`src/sv/cts_pkg.sv`:
```
// ----------------------------------------------------------------------------
// Cosine transform spectrum package
// Shared types, command codes, default sizes and the cosine table builder.
// ----------------------------------------------------------------------------
package cts_pkg;

    // Default sizes handed to the top level.
    localparam int unsigned MAX_POINTS_DEF     = 1024;
    localparam int unsigned COS_TABLE_BITS_DEF = 10;

    // Command codes carried on the cmd field.
    localparam logic [1:0] CMD_CLEAR   = 2'd0;
    localparam logic [1:0] CMD_APPEND  = 2'd1;
    localparam logic [1:0] CMD_COMPUTE = 2'd2;

    // Pi/2 in Q30, used to place the table points.
    localparam logic [63:0] HALF_PI_Q30 = 64'd1686629713;

    // Output saturation limits (52-bit signed range).
    localparam logic signed [63:0] SPEC_MAX = 64'sd2251799813685247;
    localparam logic signed [63:0] SPEC_MIN = -64'sd2251799813685248;

    // Commands from the controller to the datapath.
    typedef struct packed {
        logic append_wr;   // write one point at the write address
        logic start;       // latch the bin and clear the accumulator
        logic load_kstep;  // form bin times phase step
        logic issue;       // read one point at the read address
        logic load_out;    // load the saturated sum into the output register
    } cts_cmd_t;

    // Status from the datapath to the controller.
    typedef struct packed {
        logic pipe_busy;   // points still travelling through the pipeline
    } cts_status_t;

    // One quarter-wave cosine entry, unsigned Q1.17, from a Q30 Taylor series.
    function automatic logic [17:0] cos_entry(input int unsigned idx,
                                              input int unsigned bits);
        logic [63:0]        x;
        logic [63:0]        x2;
        logic [63:0]        term;
        logic signed [63:0] sum;
        logic signed [63:0] r;
        x    = (HALF_PI_Q30 * 64'(idx)) >> bits;
        x2   = (x * x) >> 30;
        term = 64'd1 << 30;
        sum  = $signed(term);
        for (int n = 1; n <= 10; n++) begin
            term = (term * x2) >> 30;
            case (n)
                1:       term = term / 64'd2;
                2:       term = term / 64'd12;
                3:       term = term / 64'd30;
                4:       term = term / 64'd56;
                5:       term = term / 64'd90;
                6:       term = term / 64'd132;
                7:       term = term / 64'd182;
                8:       term = term / 64'd240;
                9:       term = term / 64'd306;
                default: term = term / 64'd380;
            endcase
            if ((n % 2) == 1)
                sum = sum - $signed(term);
            else
                sum = sum + $signed(term);
        end
        // Round half up to Q17 and clamp to the range of a cosine.
        r = sum + 64'sd4096;
        if (r < 0)
            r = 64'sd0;
        else
            r = r >>> 13;
        if (r > 64'sd131072)
            r = 64'sd131072;
        return r[17:0];
    endfunction

endpackage

```
`src/sv/cts_ctrl.sv`:
```
// ----------------------------------------------------------------------------
// Cosine transform spectrum controller
// Handles the input handshake, keeps the point count and sequences a compute
// request through the datapath one point per cycle.
// ----------------------------------------------------------------------------
module cts_ctrl #(
    parameter int unsigned MAX_POINTS = cts_pkg::MAX_POINTS_DEF
) (
    input  logic                            clk,
    input  logic                            rst_n,
    input  logic                            in_valid,
    output logic                            in_stall,
    input  logic [1:0]                      cmd,
    output logic                            out_valid,
    input  logic                            out_stall,
    output cts_pkg::cts_cmd_t               dp_cmd,
    input  cts_pkg::cts_status_t            dp_status,
    output logic [$clog2(MAX_POINTS)-1:0]   wr_addr,
    output logic [$clog2(MAX_POINTS)-1:0]   rd_addr
);
    import cts_pkg::*;

    localparam int unsigned AW = $clog2(MAX_POINTS);
    localparam int unsigned CW = $clog2(MAX_POINTS + 1);

    typedef enum logic [2:0] {
        ST_IDLE,
        ST_SETUP,
        ST_RUN,
        ST_DRAIN,
        ST_FINISH
    } state_t;

    state_t          state_reg, state_next;
    logic [CW-1:0]   count_reg, count_next;
    logic [CW-1:0]   rd_cnt_reg, rd_cnt_next;
    logic            out_valid_reg, out_valid_next;
    logic            accept;

    assign in_stall  = (state_reg != ST_IDLE);
    assign accept    = in_valid && !in_stall;
    assign out_valid = out_valid_reg;
    assign wr_addr   = count_reg[AW-1:0];
    assign rd_addr   = rd_cnt_reg[AW-1:0];

    // Next state, counters and datapath commands.
    always_comb
    begin
        state_next     = state_reg;
        count_next     = count_reg;
        rd_cnt_next    = rd_cnt_reg;
        out_valid_next = out_valid_reg;
        dp_cmd         = '0;

        if (out_valid_reg && !out_stall)
            out_valid_next = 1'b0;

        unique case (state_reg)
            ST_IDLE:
            begin
                if (accept)
                begin
                    unique case (cmd)
                        CMD_CLEAR:
                        begin
                            count_next = '0;
                        end
                        CMD_APPEND:
                        begin
                            if (count_reg < CW'(MAX_POINTS))
                            begin
                                dp_cmd.append_wr = 1'b1;
                                count_next       = count_reg + 1'b1;
                            end
                        end
                        CMD_COMPUTE:
                        begin
                            dp_cmd.start = 1'b1;
                            state_next   = ST_SETUP;
                        end
                        default:
                        begin
                            state_next = ST_IDLE;
                        end
                    endcase
                end
            end
            ST_SETUP:
            begin
                dp_cmd.load_kstep = 1'b1;
                rd_cnt_next       = '0;
                state_next        = (count_reg == '0) ? ST_DRAIN : ST_RUN;
            end
            ST_RUN:
            begin
                dp_cmd.issue = 1'b1;
                rd_cnt_next  = rd_cnt_reg + 1'b1;
                if ((rd_cnt_reg + 1'b1) == count_reg)
                    state_next = ST_DRAIN;
            end
            ST_DRAIN:
            begin
                if (!dp_status.pipe_busy)
                    state_next = ST_FINISH;
            end
            ST_FINISH:
            begin
                // Wait for the output register to be free.
                if (!out_valid_reg || !out_stall)
                begin
                    dp_cmd.load_out = 1'b1;
                    out_valid_next  = 1'b1;
                    state_next      = ST_IDLE;
                end
            end
            default:
            begin
                state_next = ST_IDLE;
            end
        endcase
    end

    // State and registered outputs.
    always_ff @(posedge clk or negedge rst_n)
    begin
        if (!rst_n)
        begin
            state_reg     <= ST_IDLE;
            count_reg     <= '0;
            rd_cnt_reg    <= '0;
            out_valid_reg <= 1'b0;
        end
        else
        begin
            state_reg     <= state_next;
            count_reg     <= count_next;
            rd_cnt_reg    <= rd_cnt_next;
            out_valid_reg <= out_valid_next;
        end
    end

endmodule

```
`config.mk`:
```
export PLATFORM = sky130hd
export DESIGN_NAME = cts_ctrl
export DESIGN_NICKNAME = d
export VERILOG_FILES = /design/src/sv/cts_pkg.sv /design/src/sv/cts_ctrl.sv
export SDC_FILE = /design/constraint.sdc
export NUM_CORES = 1
export LEC_CHECK = 0
export BUFFER_PORTS_ARGS = -buffer_cell sky130_fd_sc_hd__buf_2
export CAP_MARGIN = 30
export CORE_MARGIN = 1.5
export CORE_UTILIZATION = 45
export CTS_CLUSTER_DIAMETER = 80
export DETAILED_ROUTE_END_ITERATION = 7
export GPL_TIMING_DRIVEN = 0
export PLACE_DENSITY_LB_ADDON = 0.1
export SLEW_MARGIN = 20
export SYNTH_ARGS = -nofsm -noshare
export SYNTH_HDL_FRONTEND = slang
export SYNTH_SLANG_ARGS = --single-unit
export TNS_END_PERCENT = 50
```
`constraint.sdc`:
```
create_clock -name clk -period 2.9 [get_ports clk]
set_clock_uncertainty 0.2 [all_clocks]
set_input_delay 0.145 -clock clk [delete_from_list [all_inputs] [get_ports clk]]
set_output_delay 0.145 -clock clk [all_outputs]
set_load 0.02 [all_outputs]
```
==> impl_metrics.env, run 1 <==
export IMPL_run_status="completed"
export IMPL_num_cts_buffers=3
export IMPL_critical_path_slowest_cell="or3_1"
export IMPL_finalSetupTns_ns=0
export IMPL_grt_overflow_total=0
export IMPL_synth_area_top_cells="dfrtp_1 33%, buf_4 7.6%, o21ai_0 5.1%"
export IMPL_detail_route_wirelength_mm=4.34
export IMPL_worstPathRequired_ns=2.89
export IMPL_htree_levels=1
export IMPL_finalCritPeriodShare=0.880
export IMPL_layout_drive_gt1_share=0.242
export IMPL_globalplace_congestion=0.906
export IMPL_tightest_slew_ns=0.606
export IMPL_grt_use_total=0.192
export IMPL_total_of_max_cap_violations=0
export IMPL_ir_worst_vdd_mv=0.396
export IMPL_grt_start_max_net_pins=27
export IMPL_setup_ws_ns=0.348
export IMPL_synth_edf_count=0
export IMPL_grtUsageMet2=0.311
export IMPL_synthCells=242
export IMPL_dieWidth_um=69.2
export IMPL_post_cts_repair_setup_buffers=0
export IMPL_max_stage_delay_ns=0.43
export IMPL_power_density_mw_per_mm2=725
export IMPL_netlist_top_cells_count="26 x dfrtp_1, 20 x buf_4, 20 x nor2_1, 20 x o21ai_0, 19 x nand2_1"
export IMPL_worst_skew_pair_late_latency_ns=0.27
export IMPL_worstPathArrival_ns=2.55
export IMPL_syn_nets=252
export IMPL_ys_seq_elements=26
export IMPL_final_max_slew_viol_count=0
export IMPL_yosys_warnings=0
export IMPL_grt_pass1_wl_mm=7.65
export IMPL_routed_wire_per_std_cell_um=13.1
export IMPL_groute_layer_met1_usage=0.272
export IMPL_drcViolationCount=0
export IMPL_post_synth_cell_area_avg_um2=8.15
export IMPL_cp_end_kind="flop"
export IMPL_min_delay_path_class="in2reg"
export IMPL_grt_setup_unrepaired="no"
export IMPL_portBuffers=33
export IMPL_fp_coreArea_mm2=0.00412
export IMPL_drt_first_pass_iters=4
export IMPL_clkSinkCount=26
export IMPL_synthArstFlopShare=1.00
export IMPL_viasPerCell=5.43
export IMPL_grt_pass1_vias=1635
export IMPL_cts_clk_slew_worst_paths_ns=0.10
export IMPL_synth_area_leader_cell="dfrtp_1"
export IMPL_antenna_violating_nets_post_route=0
export IMPL_crit_path_cell_trace="clkbuf_1 -> nand2_1 -> or3_1 -> nor4_1 -> o21ai_0 -> a2111oi_0 -> o2bb2ai_1"
export IMPL_drt_iter0_drc=147
export IMPL_synth_most_common_cell="dfrtp_1"
export IMPL_total_via_count_in_the_routed_design=1798
export IMPL_detailedPlacementHpwl_mm=3.17
export IMPL_antenna_cells_inserted=0
export IMPL_grt_peak_use_layer="met2"
export IMPL_floorplan_rows=23
export IMPL_tritoncts_clock_tree="done"
export IMPL_ws_path_type="reg2reg"
export IMPL_syn2layout_area_growth_pct=16.9
export IMPL_timing_max_slew_rel_slack=0.594
export IMPL_die_area_mm2=0.00479
export IMPL_setup_violations_final=0
export IMPL_power_static_leakage_nw=1.05
export IMPL_post_place_worst_slack_ns=0.194
export IMPL_post_synth_top_area_fraction=0.330
export IMPL_clockBufferDepth=2
export IMPL_final_nets=292
export IMPL_fin_crit_ns=2.55
export IMPL_clock_tree_root_driver_cell="clkbuf_8"
export IMPL_yosysUniqueCellTypes=48
export IMPL_grt_met3_usage=0.0218
export IMPL_boundaryPins=34
export IMPL_critical_path_max_fanout=7
export IMPL_initial_utilization=0.479
export IMPL_synth_seq_area_share=0.330
export IMPL_startpoint_class="flop"
export IMPL_max_clock_freq_mhz=392
export IMPL_initial_antenna_violation_count=0
export IMPL_die_h_um=69.2
export IMPL_synth_flop_cell="dfrtp_1"
export IMPL_post_synth_instance_area_mm2=0.00197
export IMPL_timing_hold_violations_final=0
[critical path, delay by kind of cell, from the launching register on]
family          cells  cell delay [ns]
flops               1             0.36
simple gates        3             0.92
compound gates      3             0.72
buf+inv             1             0.29
[worst paths after layout]
path | start | to | slack (ns) | cells past startpoint
setup / recovery | rd_cnt_reg[4]$_DFFE_PN0N_ | state_reg[0]$_DFFE_PN0P_ | 0.35 | 7
hold / removal | cmd[0] | count_reg[2]$_DFFE_PN0P_ | 0.08 | 3
setup reg to reg | rd_cnt_reg[4]$_DFFE_PN0N_ | state_reg[0]$_DFFE_PN0P_ | 0.35 | 7
hold reg to reg | out_valid$_DFF_PN0_ | out_valid$_DFF_PN0_ | 0.32 | 2
max in group asynchronous | rst_n | rd_cnt_reg[10]$_DFFE_PN0N_ | 1.91 | 2
min in group asynchronous | rst_n | rd_cnt_reg[2]$_DFFE_PN0N_ | 0.20 | 2
[metrics by stage]
stage	total power [W]	cells	hold WS, ns	instance area [um^2]	utilization
3_5_place_dp	0.00137	325	-0.00376	2200	0.535
5_1_grt	0.00181	331	0.0984	2310	0.560
4_1_cts	0.00168	332	0.0778	2300	0.559
3_3_place_gp	0.00136	325	-0.00946	2200	0.535
6_report	0.00167	331	0.0811	2310	0.560
2_1_floorplan	0.00115	242	-0.351	1970	-
[layer usage]
layer / wire length (um) / vias to the layer above
met5: 0 / -
met4: 36 / 0
met3: 103 / 4
met2: 2050 / 32
met1: 2150 / 846
li1: - / 916
[logic make-up after synthesis]
family,share of synthesized area
buffers and inverters,0.131
AO/OA/AOI/OAI,0.188
flip-flops,0.330
adder cells (fa/ha/maj),0.0190
multiplexers,0.0101
XOR/XNOR,0.0710
AND/OR/NAND/NOR,0.251
[what timing repair did]
action | CTS | global route
endpoints found under the hold margin | 28 | 0
setup endpoints to repair | 0 | 1
resized for setup | 0 | 1
hold buffers | 3 | 0
[final cells by class]
cell class / count / area (um^2)
inverter: 8 / 30.0
clock buffer: 3 / 41.3
multi-input combinational: 172 / 1070
timing repair buffer: 36 / 195
buffer: 35 / 224
tap: 50 / 62.6
sequential: 26 / 651
clock inverter: 1 / 30.0
fill: 404 / 1810
[power by group]
part / switching [W] / internal (W) / total [W]
combinational: 0.000494 / 0.000356 / 0.000850
sequential: 0.0000865 / 0.000427 / 0.000514
clock: 0.000123 / 0.000185 / 0.000307
[cell usage in the layout (no fill, tap or decap), drive strengths merged, types with 4 or more instances in the layout]
cell type / n
o21ai: 20
clkbuf: 14
inv: 8
nor3: 8
nor2: 20
or3: 6
nand4: 4
a21oi: 15
nand2: 19
nor4: 5
nand3: 10
o22ai: 4
xor2: 6
dfrtp: 26
buf: 57
xnor2: 10
Power figures use the tool's default switching activity.
==> run 2, diff against run 1 <==
--- a/config.mk
+++ b/config.mk
@@ -9,6 +9,7 @@
 export CAP_MARGIN = 30
 export CORE_MARGIN = 1.5
 export CORE_UTILIZATION = 45
+export CTS_BUF_LIST = sky130_fd_sc_hd__clkbuf_4 sky130_fd_sc_hd__clkbuf_8
 export CTS_CLUSTER_DIAMETER = 80
 export DETAILED_ROUTE_END_ITERATION = 7
 export GPL_TIMING_DRIVEN = 0
==> constraint.sdc (replaced) <==
create_clock -name clk -period 2.3 [get_ports clk]
set_clock_uncertainty 0.2 [all_clocks]
set_input_delay 0.115 -clock clk [delete_from_list [all_inputs] [get_ports clk]]
set_output_delay 0.115 -clock clk [all_outputs]
set_load 0.02 [all_outputs]
==> run 2 against run 1 <==
Non-clock buffer count rose by 12; first-iteration DRC count rose by 64%; clock power barely moved; wire length rose by 9.0%; largest power group unchanged; maximum frequency rose by 15%; setup slack got worse by 0.27 ns; via count rose by 3.7%; power rose by 28%; critical path depth fell by 1.
==> impl_metrics.env, run 2 (synthesis gave the netlist of run 1 again) <==
export IMPL_run_status="completed"
export IMPL_ws_path_type="reg2reg"
export IMPL_globalplace_congestion=0.870
export IMPL_clkSinkCount=26
export IMPL_clock_tree_root_driver_cell="clkbuf_8"
export IMPL_portBuffers=33
export IMPL_worstReg2RegEnd="count_reg[7]$_DFFE_PN0P_"
export IMPL_grt_start_max_net_pins=27
export IMPL_power_w=0.00213
export IMPL_drcViolationCount=0
export IMPL_total_via_count_in_the_routed_design=1864
export IMPL_routed_wire_per_std_cell_um=13.8
export IMPL_detailedPlacementHpwl_mm=3.32
export IMPL_post_place_cells=326
export IMPL_viasPerCell=5.43
export IMPL_reg2reg_from="state_reg[2]$_DFFE_PN0P_"
export IMPL_power_static_leakage_nw=1.14
export IMPL_fp_coreArea_mm2=0.00412
export IMPL_initial_utilization=0.479
export IMPL_crit_path_cell_trace="or4b_4 -> a211oi_4 -> nand4_4 -> nor3_4 -> xnor2_1 -> nor2_1"
export IMPL_num_cts_buffers=3
export IMPL_timing_max_slew_rel_slack=0.602
export IMPL_holdCritStartpoint="cmd[0]"
export IMPL_fin_crit_ns=2.22
export IMPL_finalCritPeriodShare=0.964
export IMPL_boundaryPins=34
export IMPL_ir_worst_vdd_mv=0.419
export IMPL_setup_ws_ns=0.0828
export IMPL_tritoncts_clock_tree="done"
export IMPL_finalSetupTns_ns=0
export IMPL_total_of_max_cap_violations=0
export IMPL_worst_skew_pair_late_latency_ns=0.28
export IMPL_r2r_setup_slk_ns=0.08
export IMPL_die_area_mm2=0.00479
export IMPL_grt_pass1_wl_mm=7.74
export IMPL_tightest_slew_ns=0.597
export IMPL_antenna_violating_nets_post_route=0
export IMPL_htree_levels=1
export IMPL_initial_antenna_violation_count=0
export IMPL_worstSetupEndpoint="count_reg[7]$_DFFE_PN0P_"
export IMPL_layout_drive_gt1_share=0.338
export IMPL_detail_route_wirelength_mm=4.74
export IMPL_max_stage_delay_ns=0.53
export IMPL_max_clock_freq_mhz=451
export IMPL_final_nets=304
export IMPL_crit_cells=6
export IMPL_floorplan_rows=23
export IMPL_path_buf_inv=0
export IMPL_dieWidth_um=69.2
export IMPL_grt_pass1_vias=1623
export IMPL_critical_path_max_fanout=7
export IMPL_grt_use_total=0.197
export IMPL_setup_violations_final=0
export IMPL_setup_worst_path_start="state_reg[2]$_DFFE_PN0P_"
export IMPL_critPathTopFamily="simple AND/OR/NAND/NOR gates"
export IMPL_cts_clk_slew_worst_paths_ns=0.09
export IMPL_min_delay_path_class="in2reg"
export IMPL_cp_end_kind="flop"
export IMPL_grt_overflow_total=0
export IMPL_drt_first_pass_iters=4
export IMPL_final_max_slew_viol_count=0
export IMPL_worstPathArrival_ns=2.17
export IMPL_postPlaceCellArea_mm2=0.00222
export IMPL_clockBufferDepth=2
export IMPL_layout_cells_most_common_list="36 x buf_2, 35 x buf_4, 19 x nor2_1, 19 x o21ai_0, 19 x dfrtp_1"
export IMPL_finish_cell_count_without_fillers=343
export IMPL_post_place_worst_slack_ns=-0.225
export IMPL_power_density_mw_per_mm2=870
export IMPL_die_h_um=69.2
export IMPL_drt_iter0_drc=241
export IMPL_fin_area_mm2=0.00245
export IMPL_antenna_cells_inserted=0
export IMPL_syn2layout_area_growth_pct=24.4
export IMPL_layout_commonest_cell="buf_2"
export IMPL_timing_hold_violations_final=0
export IMPL_critical_path_slowest_cell="or4b_4"
export IMPL_startpoint_class="flop"
export IMPL_worstPathRequired_ns=2.25
export IMPL_worst_r2r_path_depth=6
## run 2: cell types whose count changed in the layout (fill, tap and decap cells not counted), moves of 2 or more
cell,delta
clkbuf_1,-4
nor3_4,+2
dfrtp_1,-7
buf_6,-2
dfrtp_2,+7
nor4_2,+2
nor3_1,-2
buf_4,+15
nor4_1,-2
## run 2: per-stage QoR
step	util	hold slack, ns
finish	0.597	0.0364
global route	0.597	0.0330
CTS	0.568	0.0258
detailed placement	0.539	-0.0405
global placement	0.538	-0.0404
floorplan	-	-0.381
## run 2: where the power goes
part | leakage, nW | internal (W) | switching [W]
Clock | 0.0288 | 0.000153 | 0.000156
Combinational | 0.771 | 0.000505 | 0.000671
Sequential | 0.340 | 0.000544 | 0.000106
Total | 1.14 | 0.00120 | 0.000932
## run 2: tightest hold or removal path, stage by stage
cell,delay [ns]
buf_2,0.14
nor3_1,0.11
nor2_1,0.10
## run 2: layer usage
metal	part of all wire	wire length [um]	track usage
met3	0.040	189	0.0218
met2	0.48	2260	0.321
met1	0.47	2240	0.278
met5	0	0	0
met4	0.0089	42	0.0523
## run 2: timing repair
action                                  in CTS  in global routing
gates resized for setup                      7                 17
setup buffers                                5                 10
endpoints found under the setup margin       9                 10
pin swaps                                    9                  8
hold buffers                                 3                  0
hold endpoints to repair                    28                  0
## run 2: worst min-delay path by stage
stage,to,cells past startpoint
finish,count_reg[7]$_DFFE_PN0P_,3
global route,count_reg[7]$_DFFE_PN0P_,3
CTS,count_reg[7]$_DFFE_PN0P_,3
detailed placement,rd_cnt_reg[2]$_DFFE_PN0N_,1
global placement,rd_cnt_reg[2]$_DFFE_PN0N_,1
floorplan,count_reg[0]$_DFFE_PN0P_,0
## run 2: final cells by class
cell class	count	area (um^2)
sequential	26	659
clock buffer	4	55.1
fill	383	1660
tap	50	62.6
multi-input combinational	172	1140
timing repair buffer	52	313
inverter	8	30.0
buffer	31	199
==> run 3, diff against run 2 <==
--- a/config.mk
+++ b/config.mk
@@ -8,7 +8,7 @@
 export BUFFER_PORTS_ARGS = -buffer_cell sky130_fd_sc_hd__buf_2
 export CAP_MARGIN = 30
 export CORE_MARGIN = 1.5
-export CORE_UTILIZATION = 45
+export CORE_UTILIZATION = 29
 export CTS_BUF_LIST = sky130_fd_sc_hd__clkbuf_4 sky130_fd_sc_hd__clkbuf_8
 export CTS_CLUSTER_DIAMETER = 80
 export DETAILED_ROUTE_END_ITERATION = 7
==> run 3 against run 2 <==
The run now ends with DRC left; critical path depth is the same; non-clock buffer count increased by 3; power rose by 8.1%; maximum frequency shrank 0.97%; critical endpoint is now count_reg[5]$_DFFE_PN0P_; largest cell class unchanged.
==> impl_metrics.env, run 3 (synthesis gave the netlist of run 1 again) <==
export IMPL_ws_path_type="reg2reg"
export IMPL_num_cts_buffers=3
export IMPL_setup_violations_final=0
export IMPL_total_of_max_cap_violations=0
export IMPL_path_buf_inv=1
export IMPL_antenna_cells_inserted=0
export IMPL_worstPathArrival_ns=2.25
export IMPL_run_status="finished with violations"
export IMPL_critical_path_slowest_cell="or4b_4"
export IMPL_grt_met3_usage=0.0175
export IMPL_critical_path_max_fanout=3
export IMPL_timing_hold_violations_final=0
export IMPL_grt_use_total=0.150
export IMPL_worstPathRequired_ns=2.31
export IMPL_min_delay_path_class="in2reg"
export IMPL_setup_ws_ns=0.0610
export IMPL_drcViolationCount=2
export IMPL_tritoncts_clock_tree="done"
export IMPL_grt_pass1_wl_mm=8.88
export IMPL_power_density_mw_per_mm2=905
export IMPL_fp_coreArea_mm2=0.00646
export IMPL_routed_wire_per_std_cell_um=13.9
export IMPL_cts_clk_slew_worst_paths_ns=0.10
export IMPL_clockBufferDepth=2
export IMPL_portBuffers=33
export IMPL_detailedPlacementHpwl_mm=3.65
export IMPL_htree_levels=1
export IMPL_max_stage_delay_ns=0.58
export IMPL_grt_pass1_vias=1757
export IMPL_drt_first_pass_iters=6
export IMPL_layout_cells_most_common_list="36 x buf_2, 36 x buf_4, 20 x o21ai_0, 20 x dfrtp_1, 19 x nor2_1"
export IMPL_grt_start_max_net_pins=27
export IMPL_final_nets=307
export IMPL_ir_worst_vdd_mv=0.318
export IMPL_grt_setup_unrepaired="yes"
export IMPL_die_h_um=85.5
export IMPL_boundaryPins=34
export IMPL_clkSinkCount=26
export IMPL_antenna_violating_nets_post_route=0
export IMPL_initial_antenna_violation_count=0
export IMPL_post_place_worst_slack_ns=-0.336
export IMPL_final_max_slew_viol_count=0
export IMPL_startpoint_class="flop"
export IMPL_cp_end_kind="flop"
export IMPL_floorplan_rows=29
export IMPL_crit_path_cell_trace="or4b_4 -> a211oi_4 -> buf_4 -> nand3_1 -> or3_1 -> a21oi_1"
export IMPL_viasPerCell=4.93
export IMPL_initial_utilization=0.306
export IMPL_die_area_mm2=0.00731
export IMPL_grt_peak_use_layer="met2"
export IMPL_area_of_the_multi_input_gates_mm2=0.00115
export IMPL_groute_layer_met1_usage=0.221
export IMPL_max_clock_freq_mhz=447
export IMPL_layout_drive_gt1_share=0.358
export IMPL_syn2layout_area_growth_pct=29.3
export IMPL_timing_max_slew_rel_slack=0.581
export IMPL_tightest_slew_ns=0.629
export IMPL_detail_route_wirelength_mm=5.20
export IMPL_total_via_count_in_the_routed_design=1839
export IMPL_worst_skew_pair_late_latency_ns=0.28
export IMPL_failed_checks="DRC"
export IMPL_power_static_leakage_nw=1.14
export IMPL_grt_overflow_total=0
export IMPL_fin_crit_ns=2.24
export IMPL_dieWidth_um=85.5
export IMPL_fillerInstances=692
export IMPL_clock_tree_root_driver_cell="clkbuf_8"
export IMPL_finalCritPeriodShare=0.973
export IMPL_hold_worst_slack_ns=0.00813
export IMPL_critPathTopFamily="simple AND/OR/NAND/NOR gates"
export IMPL_regArea_um2=658
export IMPL_drt_iter0_drc=80
export IMPL_grtUsageMet2=0.236
export IMPL_globalplace_congestion=0.780
==> run 3: cell count changes in the layout (fill, tap and decap cells not counted), sizes merged <==
cell	before	now
bufinv	0	1
buf	71	74
clkbuf	13	12
==> run 3: power by group <==
part | internal [W] | switching (W)
Sequential | 0.000545 | 0.000109
Combinational | 0.000552 | 0.000704
Clock | 0.000233 | 0.000165
Total | 0.00133 | 0.000978
==> run 3: what timing repair did <==
item,in CTS,in global routing
buffers inserted,6,13
hold endpoints to repair,28,0
setup endpoints to repair,10,11
resized for setup,16,10
pin swaps,7,7
hold buffers,3,0
==> run 3: layer usage <==
layer,up-vias,part of all wire
met4,0,0.0081
met5,-,0
li1,950,-
met2,33,0.45
met3,4,0.028
met1,852,0.52
==> run 3: area by class of cell <==
| class | instances | share of cell area |
|---|---|---|
| tap | 77 | 0.0378 |
| clock buffer | 3 | 0.0162 |
| timing repair buffer | 55 | 0.135 |
| sequential | 26 | 0.258 |
| inverter | 8 | 0.0118 |
| buffer | 31 | 0.0795 |
| clock inverter | 1 | 0.0118 |
| multi-input combinational | 172 | 0.450 |
==> run 3: path summary, 6_finish.rpt <==
path | start | endpoint | slack (ns) | cells past startpoint
setup / recovery | state_reg[0]$_DFFE_PN0P_ | count_reg[5]$_DFFE_PN0P_ | 0.06 | 6
hold / removal | cmd[0] | count_reg[8]$_DFFE_PN0P_ | 0.008 | 3
setup reg to reg | state_reg[0]$_DFFE_PN0P_ | count_reg[5]$_DFFE_PN0P_ | 0.06 | 6
hold reg to reg | rd_cnt_reg[4]$_DFFE_PN0N_ | rd_cnt_reg[4]$_DFFE_PN0N_ | 0.33 | 1
max in group asynchronous | rst_n | rd_cnt_reg[1]$_DFFE_PN0N_ | 1.28 | 2
min in group asynchronous | rst_n | rd_cnt_reg[2]$_DFFE_PN0N_ | 0.18 | 2
==> run 3: through the flow <==
step | utilization | cell area (um^2) | power, W | std cells | setup TNS [ns]
5_1_grt | 0.395 | 2550 | 0.00251 | 373 | -0.0397
3_3_place_gp | 0.348 | 2250 | 0.00175 | 352 | -1.72
6_report | 0.395 | 2550 | 0.00231 | 373 | 0
2_1_floorplan | - | 1990 | 0.00145 | 242 | -0.0105
3_5_place_dp | 0.349 | 2250 | 0.00175 | 353 | -0.995
4_1_cts | 0.375 | 2420 | 0.00225 | 362 | -0.0448
==> run 3: worst register-to-register path: cells and delay by family, from the launching register on <==
family	cells	cell delay, ns
buffers and inverters	1	0.17
AND/OR/NAND/NOR	3	1.02
flip-flops	1	0.40
AO/OA/AOI/OAI	2	0.40
